===== src/rtl/dsa_pkg.sv =====
package dsa_pkg;

   localparam int DIGIT_W     = 4;
   localparam int CMD_W       = 2;
   localparam int RADIX       = 10;
   localparam int MAX_DIGIT   = 9;
   localparam int MAX_RESULTS = 32;

   localparam logic [CMD_W-1:0] CMD_LOAD_A = 2'd0;
   localparam logic [CMD_W-1:0] CMD_LOAD_B = 2'd1;
   localparam logic [CMD_W-1:0] CMD_ADD    = 2'd2;

   // control into an operand stack
   typedef struct packed {
      logic               push;
      logic               pop;
      logic [DIGIT_W-1:0] digit;
   } stk_ctl_type;

   // status out of an operand stack
   typedef struct packed {
      logic empty;
      logic full;
   } stk_sts_type;

endpackage


===== src/rtl/dsa_ram.sv =====
module dsa_ram #(
   parameter int WIDTH = 4,
   parameter int DEPTH = 32,
   parameter int AW    = (DEPTH > 1) ? $clog2(DEPTH) : 1
) (
   input  logic             clock,
   input  logic             we,
   input  logic [AW-1:0]    waddr,
   input  logic [WIDTH-1:0] wdata,
   input  logic [AW-1:0]    raddr,
   output logic [WIDTH-1:0] rdata
);

   logic [WIDTH-1:0] mem_ff [DEPTH];
   logic [WIDTH-1:0] rdata_ff;

   always_ff @(posedge clock) begin
      if (we) begin
         mem_ff[waddr] <= wdata;
      end
      rdata_ff <= mem_ff[raddr];
   end

   assign rdata = rdata_ff;

endmodule


===== src/rtl/dsa_stack.sv =====
// Operand digit stack: push at the fill count, pop from the top.
// Popped digit shows on rdata in the cycle after the pop.
module dsa_stack import dsa_pkg::*; #(
   parameter int DEPTH = 32
) (
   input  logic               clock,
   input  logic               reset,
   input  stk_ctl_type        ctl,
   output stk_sts_type        sts,
   output logic [DIGIT_W-1:0] rdata
);

   localparam int AW = (DEPTH > 1) ? $clog2(DEPTH) : 1;
   localparam int CW = $clog2(DEPTH + 1);

   logic [CW-1:0] count_ff, count_in;
   logic [CW-1:0] top;
   logic          do_push, do_pop;

   assign sts.empty = (count_ff == '0);
   assign sts.full  = (count_ff == CW'(DEPTH));
   assign do_push   = ctl.push && !sts.full;
   assign do_pop    = ctl.pop && !sts.empty;
   assign top       = count_ff - CW'(1);

   always_comb begin
      count_in = count_ff;
      if (do_push) begin
         count_in = count_ff + CW'(1);
      end else if (do_pop) begin
         count_in = top;
      end
   end

   always_ff @(posedge clock) begin
      if (reset) begin
         count_ff <= '0;
      end else begin
         count_ff <= count_in;
      end
   end

   dsa_ram #(
      .WIDTH (DIGIT_W),
      .DEPTH (DEPTH),
      .AW    (AW)
   ) u_ram (
      .clock (clock),
      .we    (do_push),
      .waddr (count_ff[AW-1:0]),
      .wdata (ctl.digit),
      .raddr (top[AW-1:0]),
      .rdata (rdata)
   );

endmodule


===== src/rtl/decimal_digit_string_adder.sv =====
// channel | direction | ports                                         | handshake
// req     | in        | req_cmd, req_digit_in                         | req_valid / req_stall
// rsp     | out       | rsp_digit_out, rsp_last_digit, rsp_digit_dropped | rsp_valid / rsp_stall
//
// Loads can come back to back.
// An add item works sum digit by sum digit (stack RAM read, then add and sum RAM
// write), then finishes and emits each digit in read, wait and hold steps, plus any rsp stall;
// the separate read and wait steps come from the registered read port of each digit RAM.
// Synchronous active-high reset empties the stacks and clears carry and drop flag.
// req_stall is high for the whole add; an rsp item holds while rsp_stall is high.
module decimal_digit_string_adder import dsa_pkg::*; #(
   parameter int DEPTH = 32
) (
   input  logic               clock,
   input  logic               reset,
   input  logic               req_valid,
   output logic               req_stall,
   input  logic [CMD_W-1:0]   req_cmd,
   input  logic [DIGIT_W-1:0] req_digit_in,
   output logic               rsp_valid,
   input  logic               rsp_stall,
   output logic [DIGIT_W-1:0] rsp_digit_out,
   output logic               rsp_last_digit,
   output logic               rsp_digit_dropped
);

   localparam int AW  = (DEPTH > 1) ? $clog2(DEPTH) : 1;
   localparam int CW  = $clog2(DEPTH + 1);
   localparam int MRW = $clog2(MAX_RESULTS + 1);
   localparam int RW  = (CW > MRW) ? CW : MRW;

   typedef enum logic [2:0] {
      ST_IDLE,
      ST_ADD_RD,
      ST_ADD_WR,
      ST_EMIT_RD,
      ST_EMIT_WAIT,
      ST_EMIT_HOLD
   } state_type;

   state_type          state_ff, state_in;
   logic               carry_ff, carry_in;
   logic               drop_ff, drop_in;
   logic [CW-1:0]      sum_count_ff, sum_count_in;
   logic               a_live_ff, a_live_in;
   logic               b_live_ff, b_live_in;
   logic [AW-1:0]      ptr_ff, ptr_in;
   logic [RW-1:0]      rem_ff, rem_in;
   logic               rsp_valid_ff, rsp_valid_in;
   logic [DIGIT_W-1:0] out_digit_ff, out_digit_in;
   logic               out_last_ff, out_last_in;
   logic               out_drop_ff, out_drop_in;

   stk_ctl_type        a_ctl, b_ctl;
   stk_sts_type        a_sts, b_sts;
   logic [DIGIT_W-1:0] a_rdata, b_rdata, sum_rdata;

   logic               req_take;
   logic [DIGIT_W-1:0] load_digit;
   logic [DIGIT_W-1:0] a_val, b_val;
   logic [DIGIT_W:0]   raw_sum;
   logic               wrap;
   logic [DIGIT_W:0]   fix_sum;
   logic               sum_room;
   logic               sum_we;
   logic [CW-1:0]      sum_top;
   logic [RW-1:0]      sum_ext;
   logic               add_done;

   assign req_stall = (state_ff != ST_IDLE);
   assign req_take  = req_valid && !req_stall;

   // digits above nine saturate
   assign load_digit = (req_digit_in > DIGIT_W'(MAX_DIGIT)) ? DIGIT_W'(MAX_DIGIT)
                                                            : req_digit_in;

   assign add_done = a_sts.empty && b_sts.empty && !carry_ff;

   always_comb begin
      a_ctl.push  = req_take && (req_cmd == CMD_LOAD_A);
      a_ctl.pop   = (state_ff == ST_ADD_RD) && !add_done;
      a_ctl.digit = load_digit;
      b_ctl.push  = req_take && (req_cmd == CMD_LOAD_B);
      b_ctl.pop   = (state_ff == ST_ADD_RD) && !add_done;
      b_ctl.digit = load_digit;
   end

   // one decimal digit step; a drained stack supplies zero
   assign a_val    = a_live_ff ? a_rdata : '0;
   assign b_val    = b_live_ff ? b_rdata : '0;
   assign raw_sum  = {1'b0, a_val} + {1'b0, b_val} + {{DIGIT_W{1'b0}}, carry_ff};
   assign wrap     = (raw_sum >= (DIGIT_W + 1)'(RADIX));
   assign fix_sum  = wrap ? raw_sum - (DIGIT_W + 1)'(RADIX) : raw_sum;
   assign sum_room = (sum_count_ff < CW'(DEPTH));
   assign sum_we   = (state_ff == ST_ADD_WR) && sum_room;
   assign sum_top  = sum_count_ff - CW'(1);
   assign sum_ext  = RW'(sum_count_ff);

   always_comb begin
      state_in     = state_ff;
      carry_in     = carry_ff;
      drop_in      = drop_ff;
      sum_count_in = sum_count_ff;
      a_live_in    = a_live_ff;
      b_live_in    = b_live_ff;
      ptr_in       = ptr_ff;
      rem_in       = rem_ff;
      rsp_valid_in = rsp_valid_ff;
      out_digit_in = out_digit_ff;
      out_last_in  = out_last_ff;
      out_drop_in  = out_drop_ff;

      unique case (state_ff)
         ST_IDLE: begin
            if (req_take) begin
               // a load into a full stack is lost but remembered
               if ((req_cmd == CMD_LOAD_A && a_sts.full) ||
                   (req_cmd == CMD_LOAD_B && b_sts.full)) begin
                  drop_in = 1'b1;
               end
               if (req_cmd == CMD_ADD) begin
                  carry_in     = 1'b0;
                  sum_count_in = '0;
                  state_in     = ST_ADD_RD;
               end
            end
         end
         ST_ADD_RD: begin
            if (add_done) begin
               if (sum_count_ff == '0) begin
                  state_in = ST_IDLE;
               end else begin
                  ptr_in   = sum_top[AW-1:0];
                  rem_in   = (sum_ext > RW'(MAX_RESULTS)) ? RW'(MAX_RESULTS) : sum_ext;
                  state_in = ST_EMIT_RD;
               end
            end else begin
               a_live_in = !a_sts.empty;
               b_live_in = !b_sts.empty;
               state_in  = ST_ADD_WR;
            end
         end
         ST_ADD_WR: begin
            carry_in = wrap;
            if (sum_room) begin
               sum_count_in = sum_count_ff + CW'(1);
            end else begin
               drop_in = 1'b1;
            end
            state_in = ST_ADD_RD;
         end
         ST_EMIT_RD: begin
            state_in = ST_EMIT_WAIT;
         end
         ST_EMIT_WAIT: begin
            rsp_valid_in = 1'b1;
            out_digit_in = sum_rdata;
            out_last_in  = (rem_ff == RW'(1));
            out_drop_in  = drop_ff;
            state_in     = ST_EMIT_HOLD;
         end
         ST_EMIT_HOLD: begin
            if (!rsp_stall) begin
               rsp_valid_in = 1'b0;
               if (rem_ff == RW'(1)) begin
                  sum_count_in = '0;
                  carry_in     = 1'b0;
                  state_in     = ST_IDLE;
               end else begin
                  rem_in   = rem_ff - RW'(1);
                  ptr_in   = ptr_ff - AW'(1);
                  state_in = ST_EMIT_RD;
               end
            end
         end
         default: begin
            state_in = ST_IDLE;
         end
      endcase
   end

   always_ff @(posedge clock) begin
      if (reset) begin
         state_ff     <= ST_IDLE;
         carry_ff     <= 1'b0;
         drop_ff      <= 1'b0;
         sum_count_ff <= '0;
         rsp_valid_ff <= 1'b0;
      end else begin
         state_ff     <= state_in;
         carry_ff     <= carry_in;
         drop_ff      <= drop_in;
         sum_count_ff <= sum_count_in;
         rsp_valid_ff <= rsp_valid_in;
      end
      a_live_ff    <= a_live_in;
      b_live_ff    <= b_live_in;
      ptr_ff       <= ptr_in;
      rem_ff       <= rem_in;
      out_digit_ff <= out_digit_in;
      out_last_ff  <= out_last_in;
      out_drop_ff  <= out_drop_in;
   end

   assign rsp_valid         = rsp_valid_ff;
   assign rsp_digit_out     = out_digit_ff;
   assign rsp_last_digit    = out_last_ff;
   assign rsp_digit_dropped = out_drop_ff;

   dsa_stack #(.DEPTH(DEPTH)) u_stack_a (
      .clock (clock),
      .reset (reset),
      .ctl   (a_ctl),
      .sts   (a_sts),
      .rdata (a_rdata)
   );

   dsa_stack #(.DEPTH(DEPTH)) u_stack_b (
      .clock (clock),
      .reset (reset),
      .ctl   (b_ctl),
      .sts   (b_sts),
      .rdata (b_rdata)
   );

   // sum digits, least significant at address zero
   dsa_ram #(
      .WIDTH (DIGIT_W),
      .DEPTH (DEPTH),
      .AW    (AW)
   ) u_sum_ram (
      .clock (clock),
      .we    (sum_we),
      .waddr (sum_count_ff[AW-1:0]),
      .wdata (fix_sum[DIGIT_W-1:0]),
      .raddr (ptr_ff),
      .rdata (sum_rdata)
   );

endmodule


===== config.mk =====
export PLATFORM = sky130hd
export DESIGN_NAME = decimal_digit_string_adder
export DESIGN_NICKNAME = d
export VERILOG_FILES = /design/src/rtl/dsa_pkg.sv /design/src/rtl/dsa_ram.sv /design/src/rtl/dsa_stack.sv /design/src/rtl/decimal_digit_string_adder.sv
export SDC_FILE = /design/constraint.sdc
export NUM_CORES = 1
export LEC_CHECK = 0
export BUFFER_PORTS_ARGS = -buffer_cell sky130_fd_sc_hd__clkbuf_2
export CAP_MARGIN = 30
export CORE_MARGIN = 2
export CORE_UTILIZATION = 27
export CTS_CLUSTER_DIAMETER = 50
export DETAILED_ROUTE_END_ITERATION = 7
export PLACE_DENSITY = 0.41
export SLEW_MARGIN = 20
export SYNTH_ARGS = -nofsm -noshare
export SYNTH_HDL_FRONTEND = slang
export SYNTH_SLANG_ARGS = --single-unit

===== constraint.sdc =====
create_clock -name clock -period 3.9 [get_ports clock]
set_input_delay 0.195 -clock clock [delete_from_list [all_inputs] [get_ports clock]]
set_output_delay 0.195 -clock clock [all_outputs]
set_load 0.03 [all_outputs]

## Word level (Yosys, flattened, before mapping)

Memories as Yosys holds them, arrays and structs flattened. A register that Yosys moved wholly into a read port is not among the register bits.
Cells that the tools add are included.

- Div/mod/pow operators: 0
- Magnitude comparators: 4
- Reduce and logical (&&, ||, !) cells: 40
- Eq/ne operators: 20
- Bitwise gates (word level): 1
- Add/sub/neg operators: 11
- Multiply operators: 0
- Mux-type cells: 49
- Shift-type cells: 0

Operator list:

| kind | number |
|---|---|
| 6-bit 2-to-1 mux | 14 |
| 5-bit 2-to-1 mux | 4 |
| 2-bit != test, second input constant | 10 |
| 6-bit by 1-bit adder with 6-bit output, second input constant | 3 |
| 6-bit zero test | 3 |
| 3-bit one-hot mux with 6 select lines | 1 |
| 6-bit one-hot mux with 3 select lines | 1 |
| 6-bit by 1-bit subtractor with 6-bit output, second input constant | 3 |
| 4-bit 2-to-1 mux | 4 |
| 1-bit 2-to-1 mux | 14 |
| 1-bit logical AND | 13 |
| 6-bit == test, second input constant | 2 |
| 3-bit 2-to-1 mux | 4 |
| 6-bit one-hot mux with 2 select lines | 1 |
| 5-bit one-hot mux with 2 select lines | 1 |
| 5-bit AND reduction | 2 |
| 2-bit nonzero test | 5 |
| 5-bit by 1-bit subtractor with 5-bit output, second input constant | 2 |
| 1-bit zero test | 7 |
| 3-bit by 2-bit == test with 1-bit output, second input constant | 2 |
| 3-bit == test, second input constant | 2 |
| 6-bit by 1-bit == test with 1-bit output, second input constant | 1 |
| 6-bit greater-than comparator, second input constant | 1 |
| 6-bit < comparator, second input constant | 1 |
| 20 further kinds | 24 |

- Bits of input ports: 10
- Memories kept: 3
- Memory bits (read-only): 0
- Output and inout bits: 8
- Memory bits (writable): 384
- Bits in latches: 0
- Register bits after elaboration: 43

Memories:

| name | depth | width | rd ports | clocked after memory_dff | write ports | RTL line | source |
|---|---|---|---|---|---|---|---|
| u_stack_a.u_ram.mem_ff | 32 | 4 | 1 | 1 | 1 | dsa_ram.sv:14 | `logic [WIDTH-1:0] mem_ff [DEPTH];` |
| u_stack_b.u_ram.mem_ff | 32 | 4 | 1 | 1 | 1 | dsa_ram.sv:14 |  |
| u_sum_ram.mem_ff | 32 | 4 | 1 | 1 | 1 | dsa_ram.sv:14 |  |

## Logic depth before layout (Yosys ltp)

- Depth in word-level cells: 8
- Gate-level depth with buffers: 10

## Cells and area by module

A second synthesis with hierarchy kept.

- Cells, all modules: 1,029
- Area total of the unflattened synthesis: 18,405.2 µm²

Modules (own cells, without submodules):

| module | cells an instance | sequential area each (µm²) | times used | area an instance (µm²) |
|---|---|---|---|---|
| dsa_ram | 231 | 3,923.8 | 3 | 5,138.7 |
| decimal_digit_string_adder | 202 | 810.8 | 1 | 1,939.4 |
| dsa_stack at u_stack_a | 66 | 120.1 | 1 | 526.8 |
| dsa_stack at u_stack_b | 68 | 120.1 | 1 | 523.0 |

## Worst setup path before layout

OpenSTA, ideal clock, no wires.

- Path type: reg2reg
- Start: register a_live_ff
- End: memory u_sum_ram.mem_ff[0][2] (data pin)
- Clock period less this slack: 3.366 ns
- Setup slack: 0.534 ns
- Data arrival time: 2.981 ns
- Required time: 3.515 ns
- Stages on the path, launching flop included: 8
- Setup time: 0.385 ns
- Cell sequence: edfxtp_1 -> and2_1 -> fa_1 -> nor2_1 -> nand2_1 -> nand2_1 -> a21oi_1 -> mux2i_1

- Longest elaborated chain between the ends: 5
- Elaborated cells between the ends (all ways): 6
- Those cells by class: 3 x add/sub; 1 x order compare; 2 x mux

Ends and longest elaborated chain:

| item | RTL line | source |
|---|---|---|
| start: declaration | decimal_digit_string_adder.sv:45 | `logic a_live_ff, a_live_in;` |
| start signal: assignment | decimal_digit_string_adder.sv:196 | `a_live_ff <= a_live_in;` |
| 4-bit 2-to-1 mux (*) | decimal_digit_string_adder.sv:89 | `assign a_val = a_live_ff ? a_rdata : '0;` |
| 4-bit by 4-bit adder with 5-bit output (*) | decimal_digit_string_adder.sv:91 | `assign raw_sum = {1'b0, a_val} + {1'b0, b_val} + {{DIGIT_W{1'b0}}, carry_ff};` |
| 5-bit by 1-bit adder with 5-bit output (*) | decimal_digit_string_adder.sv:91 |  |
| 4-bit subtractor or 5-bit by 4-bit greater-or-equal comparator with 1-bit output (tied branches) | decimal_digit_string_adder.sv:93, decimal_digit_string_adder.sv:92 |  |
| 4-bit 2-to-1 mux (*) | decimal_digit_string_adder.sv:93 | `assign fix_sum = wrap ? raw_sum - (DIGIT_W + 1)'(RADIX) : raw_sum;` |
| via fix_sum[2] | decimal_digit_string_adder.sv:63 | `logic [DIGIT_W:0] fix_sum;` |
| end: declaration | dsa_ram.sv:14 |  |

The timed path passes the listed nets; every way through them passes the cells marked *.

## Final worst setup path

Ends and elaborated chain as after synthesis.

==> metrics.txt <==
Mapped Cells 1095; drt pass-1 iters 5; register area share after synthesis 0.696; Max Root-Sink Buffers 3; Synth area leaders edfxtp_1 66%, mux4_2 13%, dfxtp_1 3.9%; Critical Path Start a_live_ff$_DFFE_PP_; worst setup path category reg2reg; count of state elements after synthesis 439; Distinct cells, synth 63; row cnt 95; syn_nets 1128; Worst VDD drop 333 uV; Post-synth EDFFs 403; PD cells 560 nW/um^2; Die ar. 70300 sq um; Slew HR 0.446; Final Wtd Congestion 0.730; Skew-Pair Late Insertion Delay 0.62 ns; min-delay worst type in2reg; DR iter-0 viols 606; CTS tree built; DP HPWL 26100 um; status finished, final reports clean; clock period minus worst slack 3.04 ns; fillers 6523; Slew Viols, Final 0; total track usage 0.119; final-report setup violation count 0; vias in the first global route 9975; # diodes 0; H-tree Lvls 2; Critical Path Sink Type flip-flop; Synth warnings 0; Lkg Pwr 0.00686 uW; CTS Sinks 439; vias 9492; Syn Area/Cell 16.8 sq um; top-area cell type share of the netlist area 0.657; Area growth syn-to-layout 16.1%; post-CTS setup buffer count 0; DIE WIDTH 265 um; GRT overflow 0; Synth Flop Type edfxtp_1; Tot Pwr 12000 uW; Synth Cell Area 18400 sq um; Layout Skew 0.0298 ns; largest net degree at the start of global routing 65; R2R Path Start a_live_ff$_DFFE_PP_; Initial Util 0.273; Max Fanout on Critical Path 32; Placed Area 19600 sq um; share of cells above drive strength 1 0.224; Die Y 265 um; Worst Path Arrival 3.43 ns; ANT nets after route 0; largest area contributor in the netlist edfxtp_1; core area 67400 sq um; Post-CTS Resized 0; fin nets 1172; RSZ-0062 raised after global routing no; HP Start req_valid; Root Driver clkbuf_16; required time worst endpoint 4.29 ns; Reg clk slew, reported paths 0.06 ns; first-pass GRT wire length 62900 um; count leader, synth edfxtp_1; final hold violations 0; Commonest cells post-synth 403 x edfxtp_1, 121 x nor2_1, 104 x mux4_2; actual slew at the worst max-slew pin 0.829 ns; FFs w/ async S/R, synth 0; Vias/cell 4.61; Routed WL per cell 20.0 um; fin area 21400 sq um; DR DRC count 0; CP startpoint kind flip-flop; crit share post-route 0.779; antenna violations before repair 2; # port buffers 17; final setup TNS 0 ns; Post-Route WL 41100 um; achievable frequency 0.329 GHz; Top Ports 18; CTS buffer count 55; max cap viols 0
## timing repair
item | in CTS | in global routing
hold buffers | 1 | 0
hold endpoints to repair | 2 | 0
setup endpoints to repair | 0 | 0
## sequential cells by signal (all words and copies together), names as in the netlist, 5 cells and up
register,flops
ptr_ff,5
rem_ff,6
sum_count_ff,6
u_stack_a.count_ff,6
u_stack_a.u_ram.mem_ff,128
u_stack_b.count_ff,6
u_stack_b.u_ram.mem_ff,128
u_sum_ram.mem_ff,128
## path summary, 6_finish.rpt
path | to | slack [ns] | cells after the start
max | u_sum_ram.mem_ff[0][2]$_DFFE_PP_ | 0.86 | 10
min | drop_ff$_SDFFE_PP0P_ | 0.04 | 5
max reg2reg | u_sum_ram.mem_ff[0][2]$_DFFE_PP_ | 0.86 | 10
min reg2reg | rsp_digit_out[3]$_DFFE_PP_ | 0.40 | 0
## layout make-up
type | count | area (sq um) | area share
Sequential cell | 439 | 12800 | 0.600
Multi-Input combinational cell | 575 | 5270 | 0.247
Clock buffer | 65 | 1420 | 0.0666
Tap cell | 873 | 1090 | 0.0511
Clock inverter | 38 | 388 | 0.0181
Timing Repair Buffer | 44 | 290 | 0.0136
Inverter | 24 | 90.1 | 0.00421
## kinds of logic (layout without fill, tap and decap cells)
group | Yosys count | count (layout) | synth area share
compound gates | 102 | 102 | 0.0387
mux | 133 | 133 | 0.143
xor+xnor | 25 | 25 | 0.0119
buf+inv | 81 | 171 | 0.0193
simple gates | 292 | 292 | 0.0743
flops | 439 | 439 | 0.696
fa+ha+maj | 23 | 23 | 0.0164
## report_power, final
part	internal [uW]	total (uW)	switching, uW	leakage (uW)
registers	5610	5640	31.6	0.00394
clock network	2870	4970	2110	0.000879
logic	435	1360	929	0.00204
total	8910	12000	3070	0.00686
## per-layer routing
layer | global-route usage | wire length [um] | vias to the layer above
met5 | 0 | 27 | -
met4 | 0.0336 | 858 | 4
met3 | 0.0312 | 2250 | 71
met2 | 0.194 | 19800 | 188
met1 | 0.156 | 18200 | 4855
li1 | - | - | 4374
## layout by cell type, fill, tap and decap left out, types with 22 or more instances in the layout
cell,Yosys,routed
nand2_1,81,81
a21oi_1,25,25
buf_4,4,26
clkbuf_16,0,55
mux2i_1,23,22
dfxtp_1,36,34
mux4_2,104,104
nor2_1,121,121
edfxtp_1,403,403
inv_1,24,24
## critical path, stage by stage, from the launching register on
cell and delay (ns):
edfxtp_1 0.40, and2_1 0.17, fa_1 0.43, inv_1 0.08, fa_1 0.19, xor2_1 0.29, ha_1 0.24, nand2_1 0.06
a21oi_1 0.36, mux2i_2 0.26, buf_4 0.34
## through the flow
step	setup slack, ns	util	instances	hold slack [ns]
3_5_place_dp	0.848	0.290	1954	0.389
3_3_place_gp	0.897	0.290	1954	0.391
6_report	0.861	0.317	2058	0.0409
4_1_cts	0.831	0.317	2058	0.00602
5_1_grt	0.628	0.317	2058	0.0255
2_1_floorplan	0.534	-	1095	0.386
Note: power is estimated with default switching activity, not from simulation.
